$ cat src/hw/rtl/trs_fifo.sv
// Small register FIFO used for the command queue and the result queue.
// Self-contained; no package dependency.
`default_nettype none

module trs_fifo #(
  parameter int unsigned WIDTH = 1,
  parameter int unsigned DEPTH = 2,
  localparam int unsigned PTR_W = $clog2(DEPTH),
  localparam int unsigned CNT_W = $clog2(DEPTH + 1)
) (
  input  wire logic             clk_i,
  input  wire logic             rst_ni,
  input  wire logic             push_i,
  input  wire logic [WIDTH-1:0] wdata_i,
  output logic                  full_o,
  input  wire logic             pop_i,
  output logic [WIDTH-1:0]      rdata_o,
  output logic                  empty_o
);

  logic [WIDTH-1:0] store_q [DEPTH];
  logic [PTR_W-1:0] wr_ptr_q, wr_ptr_d, rd_ptr_q, rd_ptr_d;
  logic [CNT_W-1:0] cnt_q, cnt_d;
  logic             do_push, do_pop;

  assign full_o  = (cnt_q == CNT_W'(DEPTH));
  assign empty_o = (cnt_q == '0);
  assign rdata_o = store_q[rd_ptr_q];
  assign do_push = push_i && !full_o;
  assign do_pop  = pop_i && !empty_o;

  always_comb begin
    wr_ptr_d = wr_ptr_q;
    rd_ptr_d = rd_ptr_q;
    cnt_d    = cnt_q;
    if (do_push) begin
      wr_ptr_d = (wr_ptr_q == PTR_W'(DEPTH - 1)) ? '0 : wr_ptr_q + PTR_W'(1);
    end
    if (do_pop) begin
      rd_ptr_d = (rd_ptr_q == PTR_W'(DEPTH - 1)) ? '0 : rd_ptr_q + PTR_W'(1);
    end
    if (do_push && !do_pop) begin
      cnt_d = cnt_q + CNT_W'(1);
    end else if (do_pop && !do_push) begin
      cnt_d = cnt_q - CNT_W'(1);
    end
  end

  always_ff @(posedge clk_i or negedge rst_ni) begin
    if (!rst_ni) begin
      wr_ptr_q <= '0;
      rd_ptr_q <= '0;
      cnt_q    <= '0;
    end else begin
      wr_ptr_q <= wr_ptr_d;
      rd_ptr_q <= rd_ptr_d;
      cnt_q    <= cnt_d;
    end
  end

  always_ff @(posedge clk_i) begin
    if (do_push) begin
      store_q[wr_ptr_q] <= wdata_i;
    end
  end

endmodule

`default_nettype wire

$ cat config.mk
export PLATFORM = sky130hd
export DESIGN_NAME = trs_fifo
export DESIGN_NICKNAME = d
export VERILOG_FILES = /design/src/hw/rtl/trs_fifo.sv
export SDC_FILE = /design/constraint.sdc
export NUM_CORES = 1
export LEC_CHECK = 0
export ABC_CLOCK_PERIOD_IN_PS = 1800
export BUFFER_PORTS_ARGS = -buffer_cell sky130_fd_sc_hd__buf_4
export CAP_MARGIN = 20
export CORE_AREA = 2 2 39 41
export DETAILED_ROUTE_END_ITERATION = 16
export DIE_AREA = 0 0 41 43
export PLACE_DENSITY = 0.38
export SYNTH_ARGS = -nofsm -noshare
export SYNTH_HDL_FRONTEND = slang
export SYNTH_SLANG_ARGS = --single-unit
$ cat constraint.sdc
create_clock -name clk_i -period 1.8 [get_ports clk_i]
set_input_delay 0.27 -clock clk_i [delete_from_list [all_inputs] [get_ports clk_i]]
set_output_delay 0.27 -clock clk_i [all_outputs]
set_load 0.02 [all_outputs]
# == Yosys cells after proc, flatten, opt, wreduce, memory -nomap -nowiden ==
# Memory sizes are Yosys's and may differ from the RTL's.
# Cells that the tools add are included.
# Widths: inputs -> output; s select.
# op_classes
muxes,6
n_addsub,4
eq_ne,1
n_reduce_logical,10
# ops
operator,n
$logic_and 1x1->1,4
$logic_not 1->1,4
$mux 1,4
$mux 2,2
$add 1x1->1 const B,2
$add 2x1->2 const B,1
$eq 2x2->1 const B,1
$logic_not 2->1,1
$reduce_bool 2->1,1
$sub 2x1->2 const B,1
# word_totals
wordCells,25
in_bits,5
memories,1
mem_bits_rw,2
register_bits,4
# mem_list
memory,words,width,read_ports,rd_clocked_by_memory_dff,wr,line,source
store_q,2,1,1,0,1,21,logic [WIDTH-1:0] store_q [DEPTH];

# == Depth between registers and ports, before layout ==
# logic_depth
depth_word,7
ltp_mapped,7
depth_no_buf,7

# == Worst setup path before layout ==
# No wires, ideal clock.
# synth_path
path_type,register to register
startpoint,register cnt_q[0]
endpoint,register cnt_q[1]
t_required_ns,1.721
arrival_ns,1.282
path_slack_ns,0.439
period_less_slack_ns,1.361
path_stages_with_launch,7
path_cell_list,dfrtp_1 nand2b_1 nand2_1 inv_1 ha_1 nor2_1 xor2_1
# synth_via
elab_chain_len,6
# synth_rtl
item,line,source
"start, declared",23,"logic [CNT_W-1:0] cnt_q, cnt_d;"
"start signal, assigned",57,cnt_q <= cnt_d;
$eq 2x2->1 / $logic_not 2->1 (equally long branches),"26, 27",
"$logic_not 1->1, on equally long branches","29, 30",
"$logic_and 1x1->1, on equally long branches","29, 30",
"$logic_not 1->1, on equally long branches","44, 42",
"$logic_and 1x1->1, on equally long branches","44, 42",
$reduce_bool 2->1 (no source line) / $mux 2 (equally long branches),-,
# Several ways; a longest one is shown, not always the timed one. The select of a mux whose other input is x is not followed.
# A chain may end at the register's enable or synchronous reset.

# == Worst setup path after layout ==
# Same ends and word-level chain as after synthesis.

==> impl_metrics.csv <==
group,metric,value,unit
placement,routabilityCongestion,0.6963,
global_routing,grt_usage,7.164,%
timing,hold_ws,202.3,ps
logic_synthesis,yosys-top-cells-count,"dfrtp_1, nor2_1, xnor2_1",
cells_and_area,nFillCells,147,
timing,tns,0,ps
setup_path,worstPathRequired,1970,ps
detailed_routing,postRouteWirelength,447,um
floorplan,initial_core_util,19.35,%
timing,timing.final.ws_setup,334.3,ps
timing,period_share,81.43,%
floorplan,num_io_pins,8,
logic_synthesis,synth.net_count,28,
timing,worst_pin_slew,209.3,ps
timing,finalClockSkew,4.990,ps
timing,slew_headroom,85.95,%
global_routing,grt_pass1_vias,207,
cells_and_area,diodes,0,
timing,hold_viol_final,0,
logic_synthesis,synth_edf_count,2,
logic_synthesis,syn_area_per_cell,12.17,um2
logic_synthesis,ys.flop_type,"dfrtp_1",
logic_synthesis,synth_cells,22,
detailed_routing,drc,0,
setup_path,endpoint_kind,"flip-flop",
pwr,power.total,0.6746,mW
clocking,cts_root_buf,"clkbuf_4",
global_routing,grt_max_degree,6,
cells_and_area,fin_nets,41,
setup_path,crit_arrival,1640,ps
floorplan,rows,14,
min_path,hold_path.class,"in2reg",
logic_synthesis,synth_most_common_cell,"dfrtp_1",
clocking,postCtsSetupBuffers,0,
cells_and_area,drive_gt1_share,32.35,%
floorplan,die_h,43,um
placement,post-place-cells,45,
logic_synthesis,synthDistinctLibCells,12,
logic_synthesis,ys_ff_latch,6,
detailed_routing,drt_pass1_iterations,2,
placement,pre_cts_ws,353.2,ps
pwr,leakage,0.1792,nW
outcome,status,"complete, no violations",
setup_path,path_max_fanout,5,
cells_and_area,area_growth,40.65,%
floorplan,die_w,41,um
clocking,clk_pin_slew,50,ps
clocking,cts_max_level,1,
detailed_routing,drtAntennaViolNets,0,
timing,setup_viol_count_final,0,
logic_synthesis,yosysWarnings,0,
clocking,clock_latency,250,ps
logic_synthesis,syn_area,267.8,um2
timing,max_clock_freq,682.3,MHz
detailed_routing,num_vias,200,
logic_synthesis,synth_top_cells_by_area,"dfrtp_1, edfxtp_1, xnor2_1",
logic_synthesis,yosysTopAreaCell,"dfrtp_1",
logic_synthesis,synth_top_area_share,37.38,%
timing,grt_setup_unrepaired,"no",
flow_run,cap_violations,0,
pwr,power_per_cell_area,1791,nW/um2
cells_and_area,stdcell_count,50,
floorplan,core,1384,um2
detailed_routing,drt_iter0_markers,1,
detailed_routing,viasPerCell,4.000,
floorplan,die-area,1763,um2
logic_synthesis,ys_async_sr_fraction,66.67,%
clocking,cts.sinks,6,
timing,fin_crit,1466,ps
pwr,ir_drop,0.0003743,V
placement,dp_hpwl,345.4,um
logic_synthesis,synth_seq_area_share,59.81,%
clocking,post_cts_resized,0,
global_routing,grt_pass1_wl,786,um
timing,slew_violations,0,
detailed_routing,post_drt_wl_per_cell,8.940,um
clocking,cts_tree,"yes",
setup_path,crit_type,"reg2reg",
clocking,cts_buffers,3,
clocking,cts_max_path_buffers,2,
placement,port_buffers,7,
global_routing,antenna_found_initial,0,
global_routing,grt_overflow,0,
setup_path,start_kind,"flip-flop",
sequential cells by signal, indices dropped and copies added, names as in the netlist:
register  cells
store_q       2
wr_ptr_q      1
rd_ptr_q      1
cnt_q         2
worst max-delay path, cell delays in order (launching register included):
cell and delay [ps]:
dfrtp_1 420, nand2b_1 190, nand2_1 130, inv_1 50, ha_1 310, nor2_1 140, xor2_1 150
cell usage in the layout (no fill, tap or decap), drive strengths merged:
| master | netlist | layout |
|---|---|---|
| buf | 0 | 7 |
| dfrtp | 4 | 4 |
| clkbuf | 0 | 4 |
| nor2 | 3 | 3 |
| xnor2 | 3 | 3 |
| inv | 2 | 2 |
| xor2 | 2 | 2 |
| edfxtp | 2 | 2 |
| mux2 | 1 | 1 |
| nand2b | 1 | 1 |
| nand2 | 1 | 1 |
| o21ai | 1 | 1 |
| and3 | 1 | 1 |
| ha | 1 | 1 |
| dlygate4sd3 | 0 | 1 |
per-stage QoR:
step	cell area (um2)	utilization [%]
4_1_cts	376.6	27.22
3_5_place_dp	340.3	24.59
5_1_grt	376.6	27.22
6_report	376.6	27.22
3_3_place_gp	340.3	24.59
2_1_floorplan	267.8	-
repair_timing:
action | 4_1_cts | 5_1_grt
hold endpoints to repair | 4 | 0
setup endpoints to repair | 0 | 0
hold buffers | 1 | 0
final cells by class:
| cell class | instances | area (um2) | area share (%) |
|---|---|---|---|
| multi-input cells | 14 | 100.1 | 26.58 |
| flip-flops and latches | 6 | 160.2 | 42.53 |
| repair buffers | 8 | 62.56 | 16.61 |
| clock buffers | 4 | 26.28 | 6.977 |
| well taps | 16 | 20.02 | 5.316 |
| inverters | 2 | 7.507 | 1.993 |
metal layers:
metal,vias up,GRT usage [%],wire length (um)
li1,96,-,-
met1,92,7.516,181
met2,7,9.375,208
met3,5,1.571,27
met4,0,10.00,29
met5,-,0,0
power breakdown:
group	internal [mW]	switching [mW]	total [mW]
Clock	0.0843	0.0536	0.138
Combinational	0.143	0.134	0.277
Sequential	0.205	0.0544	0.259
Total	0.433	0.242	0.675
path summary, 6_finish.rpt:
check,startpoint,end,slack [ps],depth (start not counted)
max,cnt_q[0],cnt_q[1],330,6
min,wdata_i,store_q[1],200,1
max reg2reg,cnt_q[0],cnt_q[1],330,6
min reg2reg,rd_ptr_q,rd_ptr_q,490,1
max in group asynchronous,rst_ni,rd_ptr_q,1340,2
min in group asynchronous,rst_ni,wr_ptr_q,360,2
logic make-up (layout without fill, tap and decap cells):
group                    Yosys count  after routing  share of synthesized area, %
flip-flops                         6              6                         59.82
buffers and inverters              2             14                         2.805
multiplexers                       1              1                         4.205
AO/OA/AOI/OAI                      1              1                         1.867
adder cells (fa/ha/maj)            1              1                         4.672
AND/OR/NAND/NOR                    6              6                         10.28
XOR/XNOR                           5              5                         16.36
(Power assumes the default switching activity.)
