`config.mk`:
```
export PLATFORM = sky130hd
export DESIGN_NAME = trs_front
export DESIGN_NICKNAME = d
export VERILOG_FILES = /design/src/hw/rtl/trs_pkg.sv /design/src/hw/rtl/trs_front.sv
export SDC_FILE = /design/constraint.sdc
export NUM_CORES = 1
export LEC_CHECK = 0
export BUFFER_PORTS_ARGS = -buffer_cell sky130_fd_sc_hd__clkbuf_2
export CORE_AREA = 2 2 132 134
export DETAILED_ROUTE_END_ITERATION = 12
export DIE_AREA = 0 0 134 136
export GPL_ROUTABILITY_DRIVEN = 1
export PLACE_DENSITY = 0.58
export SLEW_MARGIN = 25
export SYNTH_ARGS = -nofsm -noshare
export SYNTH_HDL_FRONTEND = slang
export SYNTH_SLANG_ARGS = --single-unit
```
`constraint.sdc`:
```
create_clock -name vclk -period 3.8
set_input_delay 0 -clock vclk [all_inputs]
set_output_delay 0 -clock vclk [all_outputs]
set_load 0.01 [all_outputs]
```
`src/hw/rtl/trs_pkg.sv`:
```
// Shared types and constants for the text region scroll block.
// Used by trs_front, trs_back, trs_fifo users and text_region_scroll_core.
`default_nettype none

package trs_pkg;

  // Coordinates inside an accepted region always stay below 256.
  localparam int unsigned COORD_W = 8;
  localparam int unsigned HCNT_W  = 7;
  localparam int unsigned WCNT_W  = 8;
  localparam int unsigned CMP_W   = 9;
  localparam int unsigned CELL_W  = 16;

  localparam logic [7:0] BLANK_CHAR = 8'h20;

  localparam logic [1:0] REQ_WRITE  = 2'd0;
  localparam logic [1:0] REQ_READ   = 2'd1;
  localparam logic [1:0] REQ_SCROLL = 2'd2;

  localparam logic [1:0] DIR_UP    = 2'd0;
  localparam logic [1:0] DIR_DOWN  = 2'd1;
  localparam logic [1:0] DIR_LEFT  = 2'd2;
  localparam logic [1:0] DIR_RIGHT = 2'd3;

  localparam int unsigned CFG_IDX_W = 1;
  localparam logic [CFG_IDX_W-1:0] CFG_ROW_PITCH   = 1'b0;
  localparam logic [CFG_IDX_W-1:0] CFG_NATIVE_ATTR = 1'b1;

  typedef struct packed {
    logic [1:0] req_type;
    logic [5:0] row;
    logic [6:0] col;
    logic [6:0] height;
    logic [7:0] width;
    logic [1:0] direction;
    logic [7:0] offset;
    logic [7:0] fill_attr;
    logic       use_native;
    logic [7:0] cell_char;
    logic [7:0] cell_attr;
  } trs_req_t;

  typedef struct packed {
    logic [7:0] read_char;
    logic [7:0] read_attr;
    logic       dirty;
    logic       status;
  } trs_rsp_t;

  typedef enum logic [1:0] {
    CMD_WRITE,
    CMD_READ,
    CMD_SCROLL,
    CMD_REJECT
  } trs_cmd_kind_e;

  // Classified work for the back end. For cell ops dr0/dc0 hold the cell.
  typedef struct packed {
    trs_cmd_kind_e      kind;
    logic [CELL_W-1:0]  data;
    logic               row_dec;
    logic               col_dec;
    logic [HCNT_W-1:0]  cp_rows;
    logic [WCNT_W-1:0]  cp_cols;
    logic [COORD_W-1:0] dr0;
    logic [COORD_W-1:0] dc0;
    logic [COORD_W-1:0] sr0;
    logic [COORD_W-1:0] sc0;
    logic [COORD_W-1:0] fr;
    logic [COORD_W-1:0] fc;
    logic [HCNT_W-1:0]  fh;
    logic [WCNT_W-1:0]  fw;
  } trs_cmd_t;

endpackage

`default_nettype wire

```
`src/hw/rtl/trs_front.sv`:
```
// Front end: accepts request items, range-checks them and turns scrolls into
// copy and fill rectangles. Depends on trs_pkg.
`default_nettype none

module trs_front
  import trs_pkg::*;
#(
  parameter int unsigned MAX_ROWS = 64,
  parameter int unsigned MAX_COLS = 128,
  localparam int unsigned PW = $clog2(MAX_COLS + 1)
) (
  input  wire logic          push_i,
  input  wire trs_req_t      req_i,
  output logic               full_o,
  input  wire logic [PW-1:0] pitch_i,
  input  wire logic [7:0]    native_attr_i,
  input  wire logic          cmd_full_i,
  output logic               cmd_push_o,
  output trs_cmd_t           cmd_o
);

  logic               cell_ok, region_ok, do_shift;
  logic [7:0]         extent, attr;
  logic [COORD_W-1:0] row8, col8, h8, w8, off8;

  assign full_o     = cmd_full_i;
  assign cmd_push_o = push_i && !cmd_full_i;

  assign row8 = COORD_W'(req_i.row);
  assign col8 = COORD_W'(req_i.col);
  assign h8   = COORD_W'(req_i.height);
  assign w8   = COORD_W'(req_i.width);
  assign off8 = req_i.offset;

  assign cell_ok = (CMP_W'(req_i.row) < CMP_W'(MAX_ROWS)) &&
                   (CMP_W'(req_i.col) < CMP_W'(pitch_i));
  assign region_ok = (CMP_W'(req_i.row) + CMP_W'(req_i.height) <= CMP_W'(MAX_ROWS)) &&
                     (CMP_W'(req_i.col) + CMP_W'(req_i.width) <= CMP_W'(pitch_i));

  assign attr     = req_i.use_native ? native_attr_i : req_i.fill_attr;
  assign extent   = (req_i.direction == DIR_UP || req_i.direction == DIR_DOWN) ? h8 : w8;
  // zero offset or one at or past the extent degrades to a plain clear
  assign do_shift = (req_i.offset != 8'd0) && (req_i.offset < extent);

  always_comb begin
    cmd_o      = '0;
    cmd_o.kind = CMD_REJECT;
    cmd_o.dr0  = row8;
    cmd_o.dc0  = col8;
    unique case (req_i.req_type)
      REQ_WRITE, REQ_READ: begin
        cmd_o.data = {req_i.cell_attr, req_i.cell_char};
        if (cell_ok) begin
          cmd_o.kind = (req_i.req_type == REQ_WRITE) ? CMD_WRITE : CMD_READ;
        end
      end
      REQ_SCROLL: begin
        cmd_o.data = {attr, BLANK_CHAR};
        cmd_o.fr   = row8;
        cmd_o.fc   = col8;
        cmd_o.fh   = req_i.height;
        cmd_o.fw   = req_i.width;
        if (region_ok) begin
          cmd_o.kind = CMD_SCROLL;
          if (do_shift) begin
            unique case (req_i.direction)
              DIR_UP: begin
                cmd_o.cp_rows = HCNT_W'(h8 - off8);
                cmd_o.cp_cols = req_i.width;
                cmd_o.sr0     = row8 + off8;
                cmd_o.sc0     = col8;
                cmd_o.fr      = row8 + h8 - off8;
                cmd_o.fh      = HCNT_W'(off8);
              end
              DIR_DOWN: begin
                cmd_o.cp_rows = HCNT_W'(h8 - off8);
                cmd_o.cp_cols = req_i.width;
                cmd_o.row_dec = 1'b1;
                cmd_o.dr0     = row8 + h8 - COORD_W'(1);
                cmd_o.sr0     = row8 + h8 - COORD_W'(1) - off8;
                cmd_o.sc0     = col8;
                cmd_o.fh      = HCNT_W'(off8);
              end
              DIR_LEFT: begin
                cmd_o.cp_rows = req_i.height;
                cmd_o.cp_cols = WCNT_W'(w8 - off8);
                cmd_o.sr0     = row8;
                cmd_o.sc0     = col8 + off8;
                cmd_o.fc      = col8 + w8 - off8;
                cmd_o.fw      = WCNT_W'(off8);
              end
              DIR_RIGHT: begin
                cmd_o.cp_rows = req_i.height;
                cmd_o.cp_cols = WCNT_W'(w8 - off8);
                cmd_o.col_dec = 1'b1;
                cmd_o.dc0     = col8 + w8 - COORD_W'(1);
                cmd_o.sr0     = row8;
                cmd_o.sc0     = col8 + w8 - COORD_W'(1) - off8;
                cmd_o.fw      = WCNT_W'(off8);
              end
              default: begin
                cmd_o.cp_rows = '0;
              end
            endcase
          end
        end
      end
      default: begin
        cmd_o.kind = CMD_REJECT;
      end
    endcase
  end

endmodule

`default_nettype wire

```
* Yosys cells after proc, flatten, opt, wreduce, memory -nomap -nowiden *
Cells that the tools add are included.

operators by class
  multipliers = 0
  muxes and demuxes = 20
  eq/ne operators = 5
  shifts and indexed selects = 0
  add/sub/neg operators = 14
  divide/modulo/power cells = 0
  reductions and logical operators = 11
  $lt $le $gt $ge = 4
  bitwise gates (word level) = 0

operators with widths
  kind                                                                               number
  80-bit 2-to-1 mux                                                                  3
  16-bit one-hot mux with 4 select lines                                             1
  8-bit 2-to-1 mux                                                                   7
  8-bit subtractor                                                                   5
  16-bit one-hot mux with 2 select lines                                             1
  15-bit one-hot mux with 2 select lines                                             1
  6-bit by 7-bit adder with 8-bit output                                             2
  7-bit by 8-bit adder with 8-bit output                                             2
  8-bit by 1-bit subtractor with 8-bit output (second input constant)                2
  7-bit by 8-bit adder with 9-bit output                                             1
  9-bit by 8-bit less-or-equal comparator with 1-bit output                          1
  6-bit by 8-bit adder with 8-bit output                                             1
  8-bit by 7-bit less-or-equal comparator with 1-bit output (second input constant)  1
  7-bit by 8-bit < comparator with 1-bit output                                      1
  8-bit < comparator                                                                 1
  8-bit nonzero test                                                                 1
  7-bit 2-to-1 mux                                                                   1
  7-bit subtractor                                                                   1
  2-bit equality test (second input constant)                                        3
  2-bit OR reduction                                                                 3
  2-bit by 1-bit equality test with 1-bit output (second input constant)             2
  2-bit logical NOT                                                                  2
  1-bit 2-to-1 mux                                                                   4
  2-bit one-hot mux with 2 select lines                                              1
  other kinds (4)                                                                    6

storage, ports and cells
  memories = 0
  bits in read-only memories = 0
  logic and storage cells = 54
  output and inout bits = 100
  bits in latches = 0
  register bits = 0
  bits in writable memories = 0
  input port bits = 83

* Longest topological paths before layout *
Gate-level depths: netlist of run 1.

  word-level depth = 8
  depth in mapped cells = 19
  gate-level depth less buffers = 17

* Worst setup path after synthesis of run 1 *
Ideal clock, no wire load.

  path type = input-to-output
  from = input port req_i[36] in the netlist's numbering
  to = output port cmd_o[55] in the netlist's numbering
  arrival time = 3.514 ns
  path slack = 0.286 ns
  stages on the path = 16
  data required time = 3.800 ns
  path buffers = 1
  path through = ha_1 -> a211oi_1 -> nor3b_1 -> o21ai_0 -> xor2_1 -> inv_1 -> ha_1 -> and3_1 -> a211oi_1 -> a31oi_1 -> nand2_1 -> o2111ai_1 -> or4_1 -> buf_2 -> nor3_4 -> mux2_2

RTL lines
  item             RTL line         source
  start, declared  trs_front.sv:13  input wire trs_req_t req_i,
  end, declared    trs_front.sv:19  output trs_cmd_t cmd_o

==> results.md, run 1 <==
- Slew headroom: 28.6%
- Residual DRC: 0
- All-Layer GR Usage: roughly a fifth
- Critical path class: in2out
- CP endpoint kind: output port
- Distinct cells, synth: 56
- Gate Count Post-Synth: 694
- Synth area leader: ha_1
- Initial DRC count: 347
- Setup TNS: 0 ps
- CP Launch Point: req_i[50]
- Final #Nets: 1091
- Ant diodes: 0
- Setup ws final: 80.7 ps
- Total power: ~1.4 mW
- Min cycle time layout: 3720 ps
- Number of sequential cells: 0
- Final setup viols: 0
- Pins Over Slew Limit: 0
- Global route total overflow: 0
- Yosys warns: 0
- Power Density: 202 mW/mm2
- Ranking of synthesized cells by area: ha_1 23%, mux2i_1 9.2%, xnor2_1 8.8%
- Initial antenna violation count: 0
- Synth Net Count: just under 900
- Met2 Usage GRT: between 30% and 40%
- Detail Route Antenna Nets: 0
- Count leader, synth: ha_1
- Syn Std Cell Area: 0.00498 mm2
- Vias/cell: roughly 5
- Crit share post-route: 97.9%
- Outcome: complete, no violations
- I/O pin count: 183
- CP required: 3800 ps
- Met1 Usage GRT: 26.4%
- Startpoint Class: input pin
- Share of layout cells above drive strength 1: 32.2%
- TritonRoute pass-1 iters: 4
- Row cnt: between 40 and 50
- Seq/Total Area, Yosys: 0%
- Final cell utilization of the core: 40.1%
- Share of the synthesized area in the top cell type: 22.6%
- Mapped Avg Cell Area: 7.18 um2
- Vias in the first global route: 5525
- Clkbuf count: 0
- CP peak stage delay: around 560 ps
- Slowest-stage cell, CP: or4_4
- Grt peak-use layer: met2
- Synth top cells by count: 90 x ha_1, 84 x nor2_1, 61 x inv_1
- First-pass GRT wire length: 28400 um
- Slew @ Worst Pin: between 1000 and 1500 ps
- Max-cap violations: 0
- Post-route cell area: 0.00676 mm2
- Total leakage power: around 3.4 nW
- Placed Area: 0.00651 mm2
- Pre-CTS setup slack: -141 ps
- DR vias: 5705
- Die footprint: 0.0182 mm2
- Core Region: 0.0169 mm2
- Crit-path cells: buf_8 > ha_4 > buf_4 > a211oi_4 > nor3b_2 > or3_1 > a22o_1 > inv_2 > ha_1 > and3_4 > a211oi_2 > a31oi_1 > nand2_1 > o2111ai_2 > or4_4 > buf_6 > nor3_4 > buf_12 > mux2_4 > buf_6
- Placer Congestion: 0.874
- Die Span Y: approximately 140 um
- Die X: 134 um
- Worst vdd rail ir drop: ~79 uV
- PortBufs: 183
- Starting density of the core: between 20 and 30%
- WHS Path Cells: 2
- Placed wire-length estimate: 15600 um
- Largest net degree at the start of global routing: 34
- Met3 Use GR: 1.12%
- Fmax: 269 MHz
- Reg area: 0 um2
- Crit path top cell by count: buf_6
- Area Overhead vs Synth: 35.6%
- Worst Hold Class: in2out
- Unrepaired setup endpoints after global routing: yes
- Final WL: 18300 um
- Avg WL per Cell: between 15 and 20 um
- Crit path capture: cmd_o[56]
- Critical-path maximum fanout: 8
- WP data arrival: 3720 ps
- Fin. Hold Viols: 0
==> cells by family after synthesis <==
group	count (synthesis)	synth area share, %
AOI/OAI and AO/OA	171	22.2
xor gates and xnor gates	64	11.2
adders and majority gates	100	26.6
muxes	60	12.4
and+or+nand+nor	209	20.7
buffers and inverters	90	6.93
==> metal layers <==
layer  up-vias  part of all wire [%]
met5         -                     0
met4         0                  0.76
met3        10                   4.7
met2       161                    48
met1      2627                    47
li1       2907                     -
==> final cells by class <==
cell class | count | area, um2
fillers | 1814 | 10100
inverters | 62 | 233
multi-input cells | 604 | 4810
well taps | 225 | 282
repair buffers | 240 | 1430
==> how the worst min path moves through the flow <==
stage / from / endpoint / slack [ps]
detailed placement: cmd_full_i / full_o / 210
global placement: cmd_full_i / full_o / 200
finish: cmd_full_i / full_o / 200
CTS: cmd_full_i / full_o / 210
floorplan: cmd_full_i / cmd_push_o / 50
global route: cmd_full_i / full_o / 220
==> cell usage in the layout, fill, tap and decap left out, types with 3 or more instances in the layout <==
cell type    n
inv_2        5
a31oi_1      4
o21a_1       4
buf_6        7
a21oi_1     48
o21bai_1     7
mux2i_1     46
fa_1         9
o22ai_1     10
nand3_1     14
nand2_1     28
buf_4       54
nor2_1      84
nor4_1       5
xor2_1      14
ha_1        85
o21ai_0     25
a21oi_2      4
nor2b_1     22
or3_1        4
mux2_4       6
ha_4         3
a211o_1      3
clkbuf_2   173
a211oi_1    11
nor3_2       4
inv_1       57
o31ai_1      4
nand2b_1     8
a21o_1      26
nor3_1      17
mux2_2       8
xnor2_1     50
and3_1       3
==> critical path: cells and delay by family <==
family	cells	cell delay, ps
buffers and inverters	6	720
multiplexers	1	310
AO/OA/AOI/OAI	5	830
AND/OR/NAND/NOR	6	1460
adder cells (fa/ha/maj)	2	360
==> stage by stage <==
stage / hold WS, ps / cells
floorplan: 46.4 / 694
global placement: 203 / 1129
detailed placement: 206 / 1129
CTS: 206 / 1130
global route: 221 / 1131
finish: 203 / 1131
==> power by group <==
part           switching [mW]  leakage (nW)  internal (mW)
logic                   0.734          3.45          0.634
registers                   0             0              0
clock network               0             0              0
total                   0.734          3.45          0.634
==> repair_timing <==
item / 4_1_cts / 5_1_grt
hold buffers: 0 / 0
setup buffers: 1 / 1
pin swaps: 3 / 14
endpoints found under the setup margin: 20 / 44
gates resized for setup: 7 / 59
(Power assumes the default switching activity.)
==> run 2: changes to the inputs <==
Settings changed: CELL_PAD_IN_SITES_DETAIL_PLACEMENT from default to 0, CELL_PAD_IN_SITES_GLOBAL_PLACEMENT from default to 1, PLACE_DENSITY 0.58 to 0.76.
==> results.md, run 2 (synthesis results as in run 1) <==
- Final WL: 18300 um
- WP data arrival: 3720 ps
- Crit share post-route: 97.8%
- Outcome: complete, no violations
- Placed wire-length estimate: 15400 um
- Initial DRC count: between 200 and 250
- Number of sequential cells: 0
- Commonest non-fill, non-tap cells in the layout: 167 x clkbuf_2, 86 x ha_1, 83 x nor2_1, 58 x inv_1, 57 x buf_4
- Ant diodes: 0
- Setup ws final: 84.6 ps
- Fillers: 1831
- Avg WL per Cell: 16.1 um
- Core Region: 0.0169 mm2
- Vias/cell: 5.03
- Power Density: 201 mW/mm2
- TritonRoute pass-1 iters: 5
- Unrepaired setup endpoints after global routing: yes
- Share of layout cells above drive strength 1: 33.2%
- Reg area: 0 um2
- All-Layer GR Usage: 19.2%
- Pre-CTS setup slack: -173 ps
- Starting density of the core: 29.5%
- Initial antenna violation count: 0
- Row cnt: 48
- CTS hold repair buffers: 0
- Worst hold endpoint: full_o
- PortBufs: 183
- Startpoint Class: input pin
- Commonest non-fill, non-tap cell in the layout: clkbuf_2
- DR vias: 5709
- Clkbuf count: 0
- Pins Over Slew Limit: 0
- Critical-path maximum fanout: 7
- Hold Startpoint: cmd_full_i
- Hold Slack: about 200 ps
- Fin. Hold Viols: 0
- Worst vdd rail ir drop: between 80 and 90 uV
- Global route total overflow: 0
- Vias in the first global route: 5452
- Die footprint: approximately 0.018 mm2
- Die X: 134 um
- Placer Congestion: 0.870
- CP endpoint kind: output port
- Max-cap violations: 0
- WHS Path Cells: 2
- Area Overhead vs Synth: 38.1%
- I/O pin count: about 180
- Residual DRC: 0
- CP required: between 3000 and 4000 ps
- Slew @ Worst Pin: 859 ps
- Largest net degree at the start of global routing: 35
- Total leakage power: 3.52 nW
- First-pass GRT wire length: 28400 um
- Detail Route Antenna Nets: 0
- Min cycle time layout: ~3700 ps
- Die Span Y: around 140 um
- Final #Nets: 1096
- Fmax: 269 MHz
- Critical path class: in2out
- Worst Hold Class: in2out
- Slew headroom: between 40% and 50%
- Final setup viols: 0
==> run 2: through the flow <==
step                      std cells  power, mW  utilization [%]  instance area (um2)  setup TNS, ps
final                          1136       1.38             40.8                 6880              0
after global routing           1136       1.54             40.8                 6880          -1270
after CTS                      1129       1.32             38.9                 6570              0
after detailed placement       1128       1.30             38.5                 6500          -1900
after global placement         1128       1.29             38.5                 6500          -1090
after floorplan                 694      0.899                -                 4980              0
==> run 2: final cells by class <==
| class | count | area [um2] | share of cell area (%) |
|---|---|---|---|
| inverter | 62 | 233 | 3.38 |
| multi-input combinational | 604 | 4850 | 70.5 |
| tap | 225 | 282 | 4.09 |
| timing repair buffer | 245 | 1510 | 22.0 |
==> run 2: worst max path at each step <==
stage / startpoint / to / slack (ps)
floorplan: req_i[36] / cmd_o[55] / 290
detailed placement: req_i[35] / cmd_o[56] / -170
CTS: req_i[36] / cmd_o[56] / 70
global placement: req_i[35] / cmd_o[58] / -130
global route: req_i[50] / cmd_o[49] / -100
finish: req_i[50] / cmd_o[47] / 80
==> run 2: metal layers <==
layer	wire, um	track usage [%]	share of wire, %	up-vias
met3	799	1.19	4.4	14
met5	0	0	0	-
met1	8520	26.0	46	2641
met4	183	1.77	1.0	0
li1	-	-	-	2905
met2	8840	34.6	48	149
==> run 2: power breakdown <==
part,switching [mW],total [mW],internal (mW)
sequential,0,0,0
combinational,0.738,1.38,0.646
clock,0,0,0
==> run 2: timing repair <==
| action | in CTS | in global routing |
|---|---|---|
| buffers inserted | 1 | 7 |
| endpoints found under the setup margin | 19 | 21 |
| gates cloned | 0 | 0 |
| pin swaps | 7 | 18 |
| resized for setup | 15 | 74 |
==> run 2: critical path, stage by stage <==
cell	delay [ps]
buf_8	100
ha_4	150
inv_2	50
fa_2	230
nor2b_4	60
o221ai_4	180
nand2b_1	100
a211oi_2	280
nor2_1	90
ha_1	330
a21o_1	200
a21oi_2	140
o211ai_1	90
nand2_1	110
o2111ai_2	110
or4_4	560
buf_6	150
nor3_4	180
buf_12	160
mux2_4	310
buf_6	120
==> run 3: changes to the inputs <==
Settings changed: ABC_AREA from default to 1, CORE_AREA 2 2 132 134 to 2 2 150 152, DIE_AREA 0 0 134 136 to 0 0 152 154, SLEW_MARGIN 25 to 20.
Clock period 3.8 ns to 3.7 ns, I/O delays scaled along.
==> results.md, run 3 <==
- CTS-repair resized insts: 0
- Area taken by multi-input logic gates: approximately 0.0056 mm2
- Critical-path maximum fanout: 7
- Mux share of post-synthesis cell area: 0%
- Synth area leader: nand2_1
- All-Layer GR Usage: 22.7%
- Vias/cell: between 5 and 6
- Post-CTS setup buffers: 0
- Outcome: complete, no violations
- Commonest non-fill, non-tap cell in the layout: nand2_1
- Total leakage power: approximately 4.6 nW
- Pins Over Slew Limit: 0
- WP data arrival: about 3400 ps
- Die Span Y: 154 um
- Vias in the first global route: approximately 7800
- Final setup viols: 0
- Largest family of logic cells by synthesized area: simple AND/OR/NAND/NOR gates
- Min cycle time layout: ~3400 ps
- Placed wire-length estimate: 22600 um
- Synth Area in Simple Gates: about 46%
- Detail Route Antenna Nets: 0
- Starting density of the core: 29.7%
- Initial DRC count: approximately 470
- Unrepaired setup endpoints after global routing: no
- Worst hold endpoint: full_o
- Residual DRC: 0
- Area Overhead vs Synth: 19.9%
- Initial antenna violation count: 0
- Seq/Total Area, Yosys: 0%
- Distinct cells, synth: 50
- I/O pin count: about 180
- DR vias: around 8400
- Clkbuf count: 0
- Final WL: ~28000 um
- First-pass GRT wire length: ~43000 um
- Global route total overflow: 0
- Syn Std Cell Area: about 0.0064 mm2
- Worst Hold Class: in2out
- Share of layout cells above drive strength 1: a little under a fifth
- Die X: 152 um
- Share of the synthesized area in the top cell type: 23.9%
- WHS Path Cells: 2
- Yosys warns: 0
- CTS hold repair buffers: 0
- Count leader, synth: nand2_1
- Placer Congestion: 0.949
- XOR/XNOR share of the synthesized area: 3.53%
- Synth top cells by count: 411 x nand2_1, 163 x inv_1, 121 x nor2_1
- Setup TNS: 0 ps
- Die footprint: approximately 0.023 mm2
- Ranking of synthesized cells by area: nand2_1 24%, ha_1 17%, inv_1 9.5%
- Gate Count Post-Synth: 1210
- TritonRoute pass-1 iters: 5
- Ant diodes: 0
- Post-route insts no fill: 1660
- CP endpoint kind: output port
- Final #Nets: around 1600
- Reg area: 0 um2
- Adder-Cell Fraction of Synth Area: 20.6%
- Fmax: 294 MHz
- Max-cap violations: 0
- CP required: 3700 ps
- Number of sequential cells: 0
- Avg WL per Cell: 16.8 um
- Synth Net Count: 1393
- Slew @ Worst Pin: 709 ps
- Fin. Hold Viols: 0
- Power Density: 198 mW/mm2
- Worst vdd rail ir drop: 51.6 uV
- Synth Area in Compound Gates: 17.4%
- Mapped Avg Cell Area: 5.33 um2
- Hold Startpoint: cmd_full_i
- Largest net degree at the start of global routing: 37
- Row cnt: 54
- Commonest non-fill, non-tap cells in the layout: 411 x nand2_1, 183 x clkbuf_2, 162 x inv_1, 120 x nor2_1, 90 x ha_1
- Fillers: around 2500
- Slew headroom: a little over half
- Core Region: 0.0217 mm2
- Crit share post-route: 91.9%
- Post-Place Cells: 1660
- Critical path class: in2out
- PortBufs: 183
- Startpoint Class: input pin
run 3: changes by cell type in the layout (fill, tap and decap cells not counted), moves of 37 or more:
cell | before | now
inv_1 | 58 | 162
mux2i_1 | 46 | 0
nand2_1 | 28 | 411
nand3_1 | 14 | 80
nor2_1 | 83 | 120
o21ai_0 | 25 | 82
xnor2_1 | 50 | 11
run 3: power breakdown:
| part | leakage [nW] | internal, mW | switching [mW] |
|---|---|---|---|
| registers | 0 | 0 | 0 |
| logic | 4.59 | 0.541 | 0.990 |
| clock network | 0 | 0 | 0 |
| total | 4.59 | 0.541 | 0.990 |
run 3: kinds of logic after synthesis:
kind of cell             Yosys count
AO/OA/AOI/OAI                    200
XOR/XNOR                          26
adder cells (fa/ha/maj)          100
buffers and inverters            205
AND/OR/NAND/NOR                  679
run 3: worst max-delay path, cell delays in order:
cell	delay, ps
clkbuf_2	180
ha_1	210
inv_1	60
fa_1	690
ha_1	280
inv_1	90
nor2_1	140
xor2_1	300
ha_1	350
a21oi_1	200
o21ai_0	110
a31oi_1	270
nand3_1	120
nand2_1	70
nand3_1	60
nand2_1	120
clkbuf_2	150
run 3: worst max path at each step:
| stage | end | slack, ps | startpoint | cells after the start |
|---|---|---|---|---|
| 5_1_grt | cmd_o[46] | 20 | req_i[57] | 21 |
| 6_report | cmd_o[38] | 300 | req_i[50] | 17 |
| 3_5_place_dp | cmd_o[46] | 330 | req_i[57] | 21 |
| 3_3_place_gp | cmd_o[38] | 390 | req_i[50] | 17 |
| 2_1_floorplan | cmd_o[46] | 970 | req_i[43] | 19 |
| 4_1_cts | cmd_o[46] | 320 | req_i[57] | 21 |
run 3: area by class of cell:
type | count | share of cell area, %
multi-input combinational | 1005 | 73.0
timing repair buffer | 206 | 14.3
inverter | 169 | 8.21
tap | 280 | 4.53
run 3: through the flow:
stage                     worst slack [ps]  hold slack (ps)  power, mW  util (%)  cell area (um2)
final                                  298              201       1.53      35.6             7730
after detailed placement               334              203       1.51      35.6             7730
after global placement                 386              204       1.51      35.6             7730
after floorplan                        967             47.5       1.05         -             6440
after CTS                              321              203       1.52      35.6             7730
after global routing                  21.5              206       1.72      35.6             7730
run 3: per-layer routing:
| layer | vias to the layer above | wire [um] | share of wire (%) | GRT usage (%) |
|---|---|---|---|---|
| met5 | - | 0 | 0 | 0 |
| met2 | 366 | 12400 | 44 | 38.1 |
| met4 | 0 | 625 | 2.2 | 4.76 |
| li1 | 4271 | - | - | - |
| met3 | 37 | 2270 | 8.1 | 2.99 |
| met1 | 3766 | 12700 | 45 | 31.2 |
